**config.mk**
```make
export PLATFORM = sky130hd
export DESIGN_NAME = bootloader_packet_receiver
export DESIGN_NICKNAME = d
export VERILOG_FILES = /design/src/design/bpr_pkg.sv /design/src/design/bpr_ram.sv /design/src/design/bpr_parser.sv /design/src/design/bootloader_packet_receiver.sv
export SDC_FILE = /design/constraint.sdc
export NUM_CORES = 2
export LEC_CHECK = 0
export ABC_AREA = 1
export BUFFER_PORTS_ARGS = -buffer_cell sky130_fd_sc_hd__buf_4
export CAP_MARGIN = 40
export CORE_ASPECT_RATIO = 0.75
export CORE_MARGIN = 4
export CORE_UTILIZATION = 54
export CTS_CLUSTER_SIZE = 24
export DETAILED_ROUTE_END_ITERATION = 16
export MAX_ROUTING_LAYER = met4
export PLACE_DENSITY = 0.78
export SLEW_MARGIN = 20
export SYNTH_ARGS = -nofsm -noshare
export SYNTH_HDL_FRONTEND = slang
export SYNTH_SLANG_ARGS = --single-unit
```
**constraint.sdc**
```tcl
create_clock -name i_clk -period 6.9 [get_ports i_clk]
set_clock_uncertainty 0.2 [all_clocks]
set_input_delay 0.345 -clock i_clk [delete_from_list [all_inputs] [get_ports i_clk]]
set_output_delay 0.345 -clock i_clk [all_outputs]
set_load 0.03 [all_outputs]
```
**src/design/bpr_pkg.sv**
```systemverilog
// Shared types and constants of the bootloader packet receiver.
`default_nettype none
package bpr_pkg;

    localparam int MAX_DATA_DEF = 256;

    localparam logic [31:0] BASE_ADDR_RESET = 32'h0001_0000;
    localparam logic [7:0]  SYNC_FIRST      = 8'h55;
    localparam logic [7:0]  SYNC_SECOND     = 8'h5A;
    localparam logic [7:0]  ACK_BYTE        = 8'hAA;
    localparam logic [7:0]  SOP_BYTE        = 8'hAA;

    localparam logic OP_RX   = 1'b0;
    localparam logic OP_READ = 1'b1;

    typedef enum logic [3:0] {
        PH_HS1,
        PH_HS2,
        PH_HUNT,
        PH_NUM_H,
        PH_NUM_L,
        PH_SIZE_H,
        PH_SIZE_L,
        PH_DATA,
        PH_CSUM
    } t_phase;

    typedef enum logic [1:0] {
        KIND_HS_ACK   = 2'd0,
        KIND_ACCEPTED = 2'd1,
        KIND_REJECTED = 2'd2,
        KIND_READ     = 2'd3
    } t_kind;

    typedef struct packed {
        t_kind       kind;
        logic [7:0]  tx_byte;
        logic [31:0] write_address;
        logic [8:0]  packet_size;
        logic [15:0] packet_number;
        logic        session_done;
        logic [15:0] accepted_count;
        logic [7:0]  read_data;
    } t_result;

endpackage
`default_nettype wire

```
**src/design/bpr_ram.sv**
```systemverilog
// Generic single-write, single-read RAM with registered read data.
`default_nettype none
module bpr_ram #(
    parameter int WIDTH = 8,
    parameter int DEPTH = 256,
    localparam int AW = (DEPTH > 1) ? $clog2(DEPTH) : 1
) (
    input  wire logic             i_clk,
    input  wire logic             i_we,
    input  wire logic [AW-1:0]    i_waddr,
    input  wire logic [WIDTH-1:0] i_wdata,
    input  wire logic             i_re,
    input  wire logic [AW-1:0]    i_raddr,
    output logic      [WIDTH-1:0] o_rdata
);

    logic [WIDTH-1:0] r_mem [DEPTH];
    logic [WIDTH-1:0] r_rdata;

    always_ff @(posedge i_clk) begin
        if (i_we) begin
            r_mem[i_waddr] <= i_wdata;
        end
        if (i_re) begin
            r_rdata <= r_mem[i_raddr];
        end
    end

    assign o_rdata = r_rdata;

endmodule
`default_nettype wire

```
**src/design/bpr_parser.sv**
```systemverilog
// Protocol state machine: handshake, header, data, checksum and session state.
`default_nettype none
module bpr_parser #(
    parameter int MAX_DATA = bpr_pkg::MAX_DATA_DEF,
    localparam int AW = (MAX_DATA > 1) ? $clog2(MAX_DATA) : 1
) (
    input  wire logic             i_clk,
    input  wire logic             i_rst_n,
    input  wire logic             i_en,
    input  wire logic [7:0]       i_byte,
    input  wire logic [31:0]      i_base_address,
    output bpr_pkg::t_result      o_res,
    output logic                  o_res_valid,
    output logic                  o_wr_en,
    output logic      [AW-1:0]    o_wr_addr,
    output logic      [7:0]       o_wr_data
);
    import bpr_pkg::*;

    localparam int CW = $clog2(MAX_DATA + 1);

    t_phase      r_phase, n_phase;
    logic [15:0] r_number, n_number;
    logic [15:0] r_size, n_size;
    logic [CW-1:0] r_cnt, n_cnt;
    logic [7:0]  r_sum, n_sum;
    logic [31:0] r_next_addr, n_next_addr;
    logic [15:0] r_tally, n_tally;

    logic [7:0]    sum_add;
    logic [CW-1:0] cnt_inc;
    logic [15:0]   size_low;
    logic          short_pkt;

    always_ff @(posedge i_clk) begin
        if (!i_rst_n) begin
            r_phase     <= PH_HS1;
            r_number    <= '0;
            r_size      <= '0;
            r_cnt       <= '0;
            r_sum       <= '0;
            r_next_addr <= BASE_ADDR_RESET;
            r_tally     <= '0;
        end else if (i_en) begin
            r_phase     <= n_phase;
            r_number    <= n_number;
            r_size      <= n_size;
            r_cnt       <= n_cnt;
            r_sum       <= n_sum;
            r_next_addr <= n_next_addr;
            r_tally     <= n_tally;
        end
    end

    assign sum_add   = r_sum + i_byte;
    assign cnt_inc   = r_cnt + CW'(1);
    assign size_low  = {r_size[15:8], i_byte};
    assign short_pkt = {16'd0, r_size} < 32'(MAX_DATA);

    assign o_wr_en   = i_en && (r_phase == PH_DATA);
    assign o_wr_addr = r_cnt[AW-1:0];
    assign o_wr_data = i_byte;

    always_comb begin
        n_phase     = r_phase;
        n_number    = r_number;
        n_size      = r_size;
        n_cnt       = r_cnt;
        n_sum       = r_sum;
        n_next_addr = r_next_addr;
        n_tally     = r_tally;
        o_res       = '0;
        o_res_valid = 1'b0;
        unique case (r_phase)
            PH_HS1: begin
                if (i_byte == SYNC_FIRST) begin
                    n_phase = PH_HS2;
                end
            end
            PH_HS2: begin
                if (i_byte == SYNC_SECOND) begin
                    n_phase       = PH_HUNT;
                    n_next_addr   = i_base_address;
                    n_tally       = '0;
                    o_res.kind    = KIND_HS_ACK;
                    o_res.tx_byte = ACK_BYTE;
                    o_res_valid   = 1'b1;
                end else begin
                    n_phase = PH_HS1;
                end
            end
            PH_HUNT: begin
                if (i_byte == SOP_BYTE) begin
                    n_sum   = SOP_BYTE;
                    n_phase = PH_NUM_H;
                end
            end
            PH_NUM_H: begin
                n_number = {i_byte, 8'd0};
                n_sum    = sum_add;
                n_phase  = PH_NUM_L;
            end
            PH_NUM_L: begin
                n_number = {r_number[15:8], i_byte};
                n_sum    = sum_add;
                n_phase  = PH_SIZE_H;
            end
            PH_SIZE_H: begin
                n_size  = {i_byte, 8'd0};
                n_sum   = sum_add;
                n_phase = PH_SIZE_L;
            end
            PH_SIZE_L: begin
                n_size = size_low;
                n_sum  = sum_add;
                n_cnt  = '0;
                if ({16'd0, size_low} > 32'(MAX_DATA)) begin
                    n_phase             = PH_HUNT;
                    o_res.kind          = KIND_REJECTED;
                    o_res.packet_number = r_number;
                    o_res_valid         = 1'b1;
                end else if (size_low == 16'd0) begin
                    n_phase = PH_CSUM;
                end else begin
                    n_phase = PH_DATA;
                end
            end
            PH_DATA: begin
                n_sum = sum_add;
                n_cnt = cnt_inc;
                if (16'(cnt_inc) >= r_size) begin
                    n_phase = PH_CSUM;
                end
            end
            PH_CSUM: begin
                o_res_valid         = 1'b1;
                o_res.packet_number = r_number;
                if (r_size == 16'd0 || i_byte != r_sum) begin
                    n_phase    = PH_HUNT;
                    o_res.kind = KIND_REJECTED;
                end else begin
                    n_tally              = r_tally + 16'd1;
                    n_next_addr          = r_next_addr + {16'd0, r_size};
                    n_phase              = short_pkt ? PH_HS1 : PH_HUNT;
                    o_res.kind           = KIND_ACCEPTED;
                    o_res.tx_byte        = ACK_BYTE;
                    o_res.write_address  = r_next_addr;
                    o_res.packet_size    = r_size[8:0];
                    o_res.session_done   = short_pkt;
                    o_res.accepted_count = n_tally;
                end
            end
            default: begin
                n_phase = PH_HS1;
            end
        endcase
    end

endmodule
`default_nettype wire

```
**src/design/bootloader_packet_receiver.sv**
```systemverilog
// Top level of the bootloader packet receiver: input stage, buffer RAM, result register.
// Input channel (i_in_valid / o_in_stall) carries one item per transfer: op 0 feeds a
// received serial byte into the protocol, op 1 reads a byte of the packet buffer.
// Output channel (o_out_valid / i_out_stall) carries one result per transfer: handshake
// ack, packet accepted, packet rejected, or buffer read data. Bytes that cause no
// result produce no output transfer.
// Configuration channel (i_cfg_valid / o_cfg_ready) writes base_address; ready is
// always high. Write it only while the block is idle.
// The input register captures each input transfer, and the result register loads its result
// from there unless the output is stalled. Throughput: one item per cycle while the output is
// not stalled; the buffer RAM read port is addressed at the input transfer, its registered data
// used while the item is in the input register.
// A stall on the output holds a waiting result in the result register; an empty input
// register still takes one more item, and o_in_stall stays high while the input
// register is full and the waiting result is stalled.
// Reset (i_rst_n low, synchronous) returns the protocol to waiting for the first
// handshake byte, base_address and the next write address to 0x00010000, and clears
// all counters. Buffer contents are not cleared and are undefined until written.
`default_nettype none
module bootloader_packet_receiver #(
    parameter int MAX_DATA = bpr_pkg::MAX_DATA_DEF
) (
    input  wire logic        i_clk,
    input  wire logic        i_rst_n,
    input  wire logic        i_cfg_valid,
    output logic             o_cfg_ready,
    input  wire logic [31:0] i_cfg_data,
    input  wire logic        i_in_valid,
    output logic             o_in_stall,
    input  wire logic        i_op,
    input  wire logic [7:0]  i_rx_byte,
    input  wire logic [7:0]  i_read_index,
    output logic             o_out_valid,
    input  wire logic        i_out_stall,
    output logic      [1:0]  o_kind,
    output logic      [7:0]  o_tx_byte,
    output logic      [31:0] o_write_address,
    output logic      [8:0]  o_packet_size,
    output logic      [15:0] o_packet_number,
    output logic             o_session_done,
    output logic      [15:0] o_accepted_count,
    output logic      [7:0]  o_read_data
);
    import bpr_pkg::*;

    localparam int AW = (MAX_DATA > 1) ? $clog2(MAX_DATA) : 1;

    logic [31:0] r_base;

    logic        r_s1_valid;
    logic        r_s1_op;
    logic [7:0]  r_s1_byte;
    logic        r_s1_in_range;
    logic        r_byp_hit;
    logic [7:0]  r_byp_data;

    logic        r_out_valid;
    t_result     r_out;

    logic          advance;
    logic          accept;
    logic          parse_en;
    logic [AW-1:0] rd_addr;
    logic [7:0]    ram_rdata;
    logic [7:0]    rd_byte;
    t_result       parse_res;
    logic          parse_res_valid;
    logic          wr_en;
    logic [AW-1:0] wr_addr;
    logic [7:0]    wr_data;
    t_result       s1_res;
    logic          s1_res_valid;

    assign o_cfg_ready = 1'b1;

    always_ff @(posedge i_clk) begin
        if (!i_rst_n) begin
            r_base <= BASE_ADDR_RESET;
        end else if (i_cfg_valid) begin
            r_base <= i_cfg_data;
        end
    end

    assign advance    = !(r_out_valid && i_out_stall);
    assign o_in_stall = r_s1_valid && !advance;
    assign accept     = i_in_valid && !o_in_stall;
    assign parse_en   = r_s1_valid && advance && (r_s1_op == OP_RX);

    assign rd_addr = AW'(i_read_index);

    always_ff @(posedge i_clk) begin
        if (!i_rst_n) begin
            r_s1_valid <= 1'b0;
        end else if (!o_in_stall) begin
            r_s1_valid <= i_in_valid;
        end
    end

    always_ff @(posedge i_clk) begin
        if (accept) begin
            r_s1_op       <= i_op;
            r_s1_byte     <= i_rx_byte;
            r_s1_in_range <= {24'd0, i_read_index} < 32'(MAX_DATA);
            r_byp_hit     <= wr_en && (wr_addr == rd_addr);
            r_byp_data    <= wr_data;
        end
    end

    bpr_ram #(
        .WIDTH (8),
        .DEPTH (MAX_DATA)
    ) u_buffer (
        .i_clk   (i_clk),
        .i_we    (wr_en),
        .i_waddr (wr_addr),
        .i_wdata (wr_data),
        .i_re    (accept),
        .i_raddr (rd_addr),
        .o_rdata (ram_rdata)
    );

    bpr_parser #(
        .MAX_DATA (MAX_DATA)
    ) u_parser (
        .i_clk          (i_clk),
        .i_rst_n        (i_rst_n),
        .i_en           (parse_en),
        .i_byte         (r_s1_byte),
        .i_base_address (r_base),
        .o_res          (parse_res),
        .o_res_valid    (parse_res_valid),
        .o_wr_en        (wr_en),
        .o_wr_addr      (wr_addr),
        .o_wr_data      (wr_data)
    );

    always_comb begin
        rd_byte = 8'd0;
        if (r_s1_in_range) begin
            rd_byte = r_byp_hit ? r_byp_data : ram_rdata;
        end
    end

    always_comb begin
        if (r_s1_op == OP_READ) begin
            s1_res           = '0;
            s1_res.kind      = KIND_READ;
            s1_res.read_data = rd_byte;
            s1_res_valid     = 1'b1;
        end else begin
            s1_res       = parse_res;
            s1_res_valid = parse_res_valid;
        end
    end

    always_ff @(posedge i_clk) begin
        if (!i_rst_n) begin
            r_out_valid <= 1'b0;
        end else if (advance) begin
            r_out_valid <= r_s1_valid && s1_res_valid;
        end
    end

    always_ff @(posedge i_clk) begin
        if (advance && r_s1_valid) begin
            r_out <= s1_res;
        end
    end

    assign o_out_valid      = r_out_valid;
    assign o_kind           = r_out.kind;
    assign o_tx_byte        = r_out.tx_byte;
    assign o_write_address  = r_out.write_address;
    assign o_packet_size    = r_out.packet_size;
    assign o_packet_number  = r_out.packet_number;
    assign o_session_done   = r_out.session_done;
    assign o_accepted_count = r_out.accepted_count;
    assign o_read_data      = r_out.read_data;

endmodule
`default_nettype wire
```
Word level (Yosys, flattened, before mapping):

Memory sizes are Yosys's and may differ from the RTL's. A register that Yosys moved wholly into a read port is not among the register bits.
Index checks and enable logic that the tools add are counted.

* reduce and logical (&&, ||, !) cells: 29
* add/subtract/negate cells: 4
* muxes and demuxes: 35
* equal/unequal tests: 18
* bitwise logic cells: 4
* magnitude comparators: 3

Operators by type and width (number)
* 16-bit case mux with 2 select lines: 4
* 32-bit two-way mux: 2
* 32-bit case mux with 2 select lines: 1
* 49-bit two-way mux: 1
* 16-bit two-way mux: 3
* 4-bit case mux with 9 select lines: 1
* 32-bit by 16-bit adder with 32-bit output: 1
* 16-bit zero test: 2
* 8-bit case mux with 2 select lines: 2
* 4-bit two-way mux: 6
* 8-bit two-way mux: 3
* 9-bit case mux with 2 select lines: 1
* 16-bit by 1-bit adder with 16-bit output, second input constant: 1
* 4-bit by 3-bit == test with 1-bit output, second input constant: 4
* 8-bit by 7-bit == test with 1-bit output, second input constant: 2
* 9-bit by 16-bit greater-or-equal comparator with 1-bit output: 1
* 16-bit by 9-bit greater-than comparator with 1-bit output, second input constant: 1
* 16-bit by 9-bit < comparator with 1-bit output, second input constant: 1
* 2-bit nonzero test: 5
* 9-bit by 1-bit adder with 9-bit output, second input constant: 1
* 3-bit AND reduction: 3
* 8-bit adder: 1
* 4-bit by 2-bit == test with 1-bit output, second input constant: 2
* 8-bit == test: 1
* other kinds (19): 43

* input port bits: 54
* bits in writable memories: 2048
* memories kept: 1
* output and inout bits: 95
* word-level logic and storage cells: 118
* flip-flop bits (word level): 245

Memory list
* u_buffer.r_mem: words 256, width 8, read ports 1, clocked after memory_dff 1, write ports 1, RTL line bpr_ram.sv:17 `logic [WIDTH-1:0] r_mem [DEPTH];`

Depth between registers and ports, before layout:

* depth in word-level cells: 7
* gate-level depth with buffers: 19

By module:

A second synthesis with hierarchy kept.

* cell total of the unflattened synthesis: 8773
* area total of the unflattened synthesis: 96548.8 µm²

Modules (own cells, without submodules)
* bpr_ram: times used 1, area an instance 83476.3 µm², seq. area each 61739.2 µm², cells each 7003
* bpr_parser: times used 1, area an instance 7589.8 µm², seq. area each 2021.9 µm², cells each 1257
* bootloader_packet_receiver: times used 1, area an instance 5482.8 µm², seq. area each 3983.8 µm², cells each 513

Worst setup path after synthesis:

Ideal clock, no wire load.

* path kind: reg2reg
* from: register r_s1_byte[2]
* to: register u_parser.r_next_addr[19]
* data arrival time: 5.182 ns
* data required time: 6.568 ns
* setup time: 0.132 ns
* clock period less this slack: 5.514 ns
* path slack: 1.386 ns
* cell stages (with the launch flop): 12
* buffers on the path: 2
* path through: edfxtp_1 ha_1 nor3_1 nand4_1 nor2_1 nand2_1 nand2_1 nand3_2 buf_4 buf_4 nand2_1 a21oi_1

* cells in the longest elaborated chain, start to end: 4
* elaborated cells on any way between the ends: 6
* those cells by class: eq/ne: 4; reduce/logical: 2

Ends and longest elaborated chain
* start: declaration: RTL line bootloader_packet_receiver.sv:52 `logic [7:0] r_s1_byte;`
* start signal: assignment: RTL line bootloader_packet_receiver.sv:102 `r_s1_byte <= i_rx_byte;`
* 8-bit inequality test: RTL line bpr_parser.sv:138 `if (r_size == 16'd0 || i_byte != r_sum) begin`
* 1-bit logical OR: RTL line bpr_parser.sv:138
* 2-bit inequality test (no line)
* 4-bit AND reduction (no line) (*)
* end signal: assignment: RTL line bpr_parser.sv:50 `r_next_addr <= n_next_addr;`
* end: declaration: RTL line bpr_parser.sv:27 `logic [31:0] r_next_addr, n_next_addr;`

Every way passes the cells marked *; elsewhere a longest branch is shown, timed or not.
A chain may end at the register's enable or synchronous reset.

Worst setup path after layout:

* from: register r_s1_byte[6]
* to: register u_parser.r_next_addr[22]

Same word-level chain as after synthesis.

==> run metrics <==
maximum vdd drop 0.286 mV; largest net degree at the start of global routing 211; root buffer cell clkbuf_16; Tcrit/Tclk final 55.1%; worst setup margin 3.10 ns; Routed Antenna Nets 0; drt drc 0; Filler cells 13.0k; Setup TNS 0 ns; DP Worst Slack 2.77 ns; Avg WL per Cell 23.7 um; area of the multi-input gates 24300 um2; Seq/Total Area, Yosys 70.9%; Final Cell Area 106000 um2; area grow syn2layout 10.9%; MaxCap Viol Count 0; hold path start i_rx_byte[0]; Inserted Clock Buffers 200; Layout Nets 8613; CP required 7.41 ns; Final HPWL DP 145000 um; post-synthesis cell count 8492; Total Power 28.2 mW; share of the synthesized area in the top cell type 68.1%; syn_area_per_cell 11.2 um2; Slew Limit Fails 0; Slew HR 12.1%; die area 183000 um2; Register Area 67500 um2; Clock Path Buffers 3; Top Ports 149; Post-CTS Setup Repair Bufs 0; number of synthesized flops with an enable pin 2159; Crit path arrival time 4.32 ns; synth unique cells 43; TritonCTS clock tree done; Crit. End Element register; routed wire length 262000 um; hold violation total from the final report 0; DP Cell Count 10.5k; Num Clock Sinks 2294; Reg clk slew, reported paths 0.06 ns; unrepaired setup endpoints after global routing no; die height 372 um; Placed Area 97800 um2; vias per cell 6.14; starting DRC count in detailed routing 12.0k; vias 67.9k; vias in the first global route 63.3k; H-tree depth 4; P_leak 37.4 nW; fin cells 11.1k; post-synth top area cell edfxtp_1; GRT Overall Usage 28.7%; PortBufs 143; min Tclk post-route 3.80 ns; largest cells by area after synthesis edfxtp_1, nand3_1, nand2_1, dfxtp_1, nor2_1; Worst Tran Pin Value 1.32 ns; worst skew pair latency 0.84 ns; most common cell after layout, fill and taps aside nand2_1; first-pass GRT wire length 391000 um; Core Footprint 175000 um2; Pwr Density 267 nW/um2; gpl congestion 0.937; asr flop ratio synth 0%; Setup violations, final 0; 1st-pass router iterations 7; Hold Slack 0.0635 ns; Initial Util 54.4%; worst hold-check path type in -> reg; initial antenna violation count 8; crit path kind reg -> reg; die width 493 um; CP Launch Type register; most used flip-flop cell after synthesis edfxtp_1; crit-path max FO 56; gr ovfl total 0; Post-Syn Area 95200 um2; layout cell share with drive strength beyond 1 6.94%; number of synthesized register bits 2294; r2r startpoint r_s1_byte[6]$_DFFE_PP_; row cnt 133; fmax 263 MHz; post-layout util 60.3%; outcome completed; crit path from r_s1_byte[6]$_DFFE_PP_; Synth warnings 0; most frequent cells in the layout nand2_1, edfxtp_1, nand3_1
logic make-up after synthesis:
kind of cell,after synthesis,synth area share (%)
and+or+nand+nor,5161,23.4
DFF,2294,70.9
buffers and inverters,733,3.57
AOI/OAI and AO/OA,227,1.22
adders and majority gates,39,0.528
xor gates and xnor gates,36,0.331
other,2,0.00788
power breakdown:
| part | internal [mW] | switching, mW | total, mW |
|---|---|---|---|
| clock | 6.25 | 5.00 | 11.2 |
| combinational | 0.439 | 1.28 | 1.72 |
| sequential | 15.3 | 0.0260 | 15.3 |
| total | 21.9 | 6.30 | 28.2 |
path summary, 6_finish.rpt:
kind	end	slack [ns]	cells after the start
min reg2reg	u_parser.r_number[0]$_SDFFE_PN0P_	0.26	2
min	r_s1_byte[0]$_DFFE_PP_	0.06	2
max reg2reg	u_parser.r_next_addr[22]$_SDFFE_PN0P_	3.10	13
max	u_parser.r_next_addr[22]$_SDFFE_PN0P_	3.10	13
synth_stat cells (26+ instances only):
library cell	instances
a21oi_1	130
buf_1	31
buf_2	319
buf_4	39
clkbuf_1	141
dfxtp_1	135
edfxtp_1	2159
ha_1	37
inv_1	174
nand2_1	2477
nand3_1	2087
nor2_1	513
o21ai_0	86
xor2_1	26
registers in the layout, summed over array words and instances, names as in the netlist, 32 cells and up:
register and count:
r_base 32, o_write_address 32, u_parser.r_next_addr 32, u_buffer.r_mem 2048
worst max-delay path, cell delays in order (launching register included):
cell	delay (ns)
edfxtp_1	0.32
buf_4	0.53
ha_1	0.40
nor2_1	0.17
nand4_1	0.13
nor2_1	0.26
nand2_1	0.09
nand2_1	0.12
nand3_2	0.32
buf_4	0.41
inv_2	0.34
nand2_1	0.08
o21ai_0	0.17
nor2_1	0.05
repair_timing:
action / CTS / global route
gates resized for setup: 0 / 0
endpoints found under the setup margin: 0 / 0
endpoints found under the hold margin: 119 / 0
hold buffers: 86 / 0
final cells by class:
class / instances / area share, %
clock inverter: 111 / 1.01
multi-input combinational: 5468 / 23.0
antenna: 11 / 0.0261
inverter: 191 / 0.724
sequential: 2294 / 63.9
clock buffer: 258 / 5.10
tap: 2362 / 2.80
timing repair buffer: 365 / 3.37
per-layer routing:
metal	global-route usage [%]	wire length, um
met1	39.6	98600
met2	41.2	117000
met3	7.34	36100
met4	11.3	10300
met5	-	0
(Power assumes the default switching activity.)
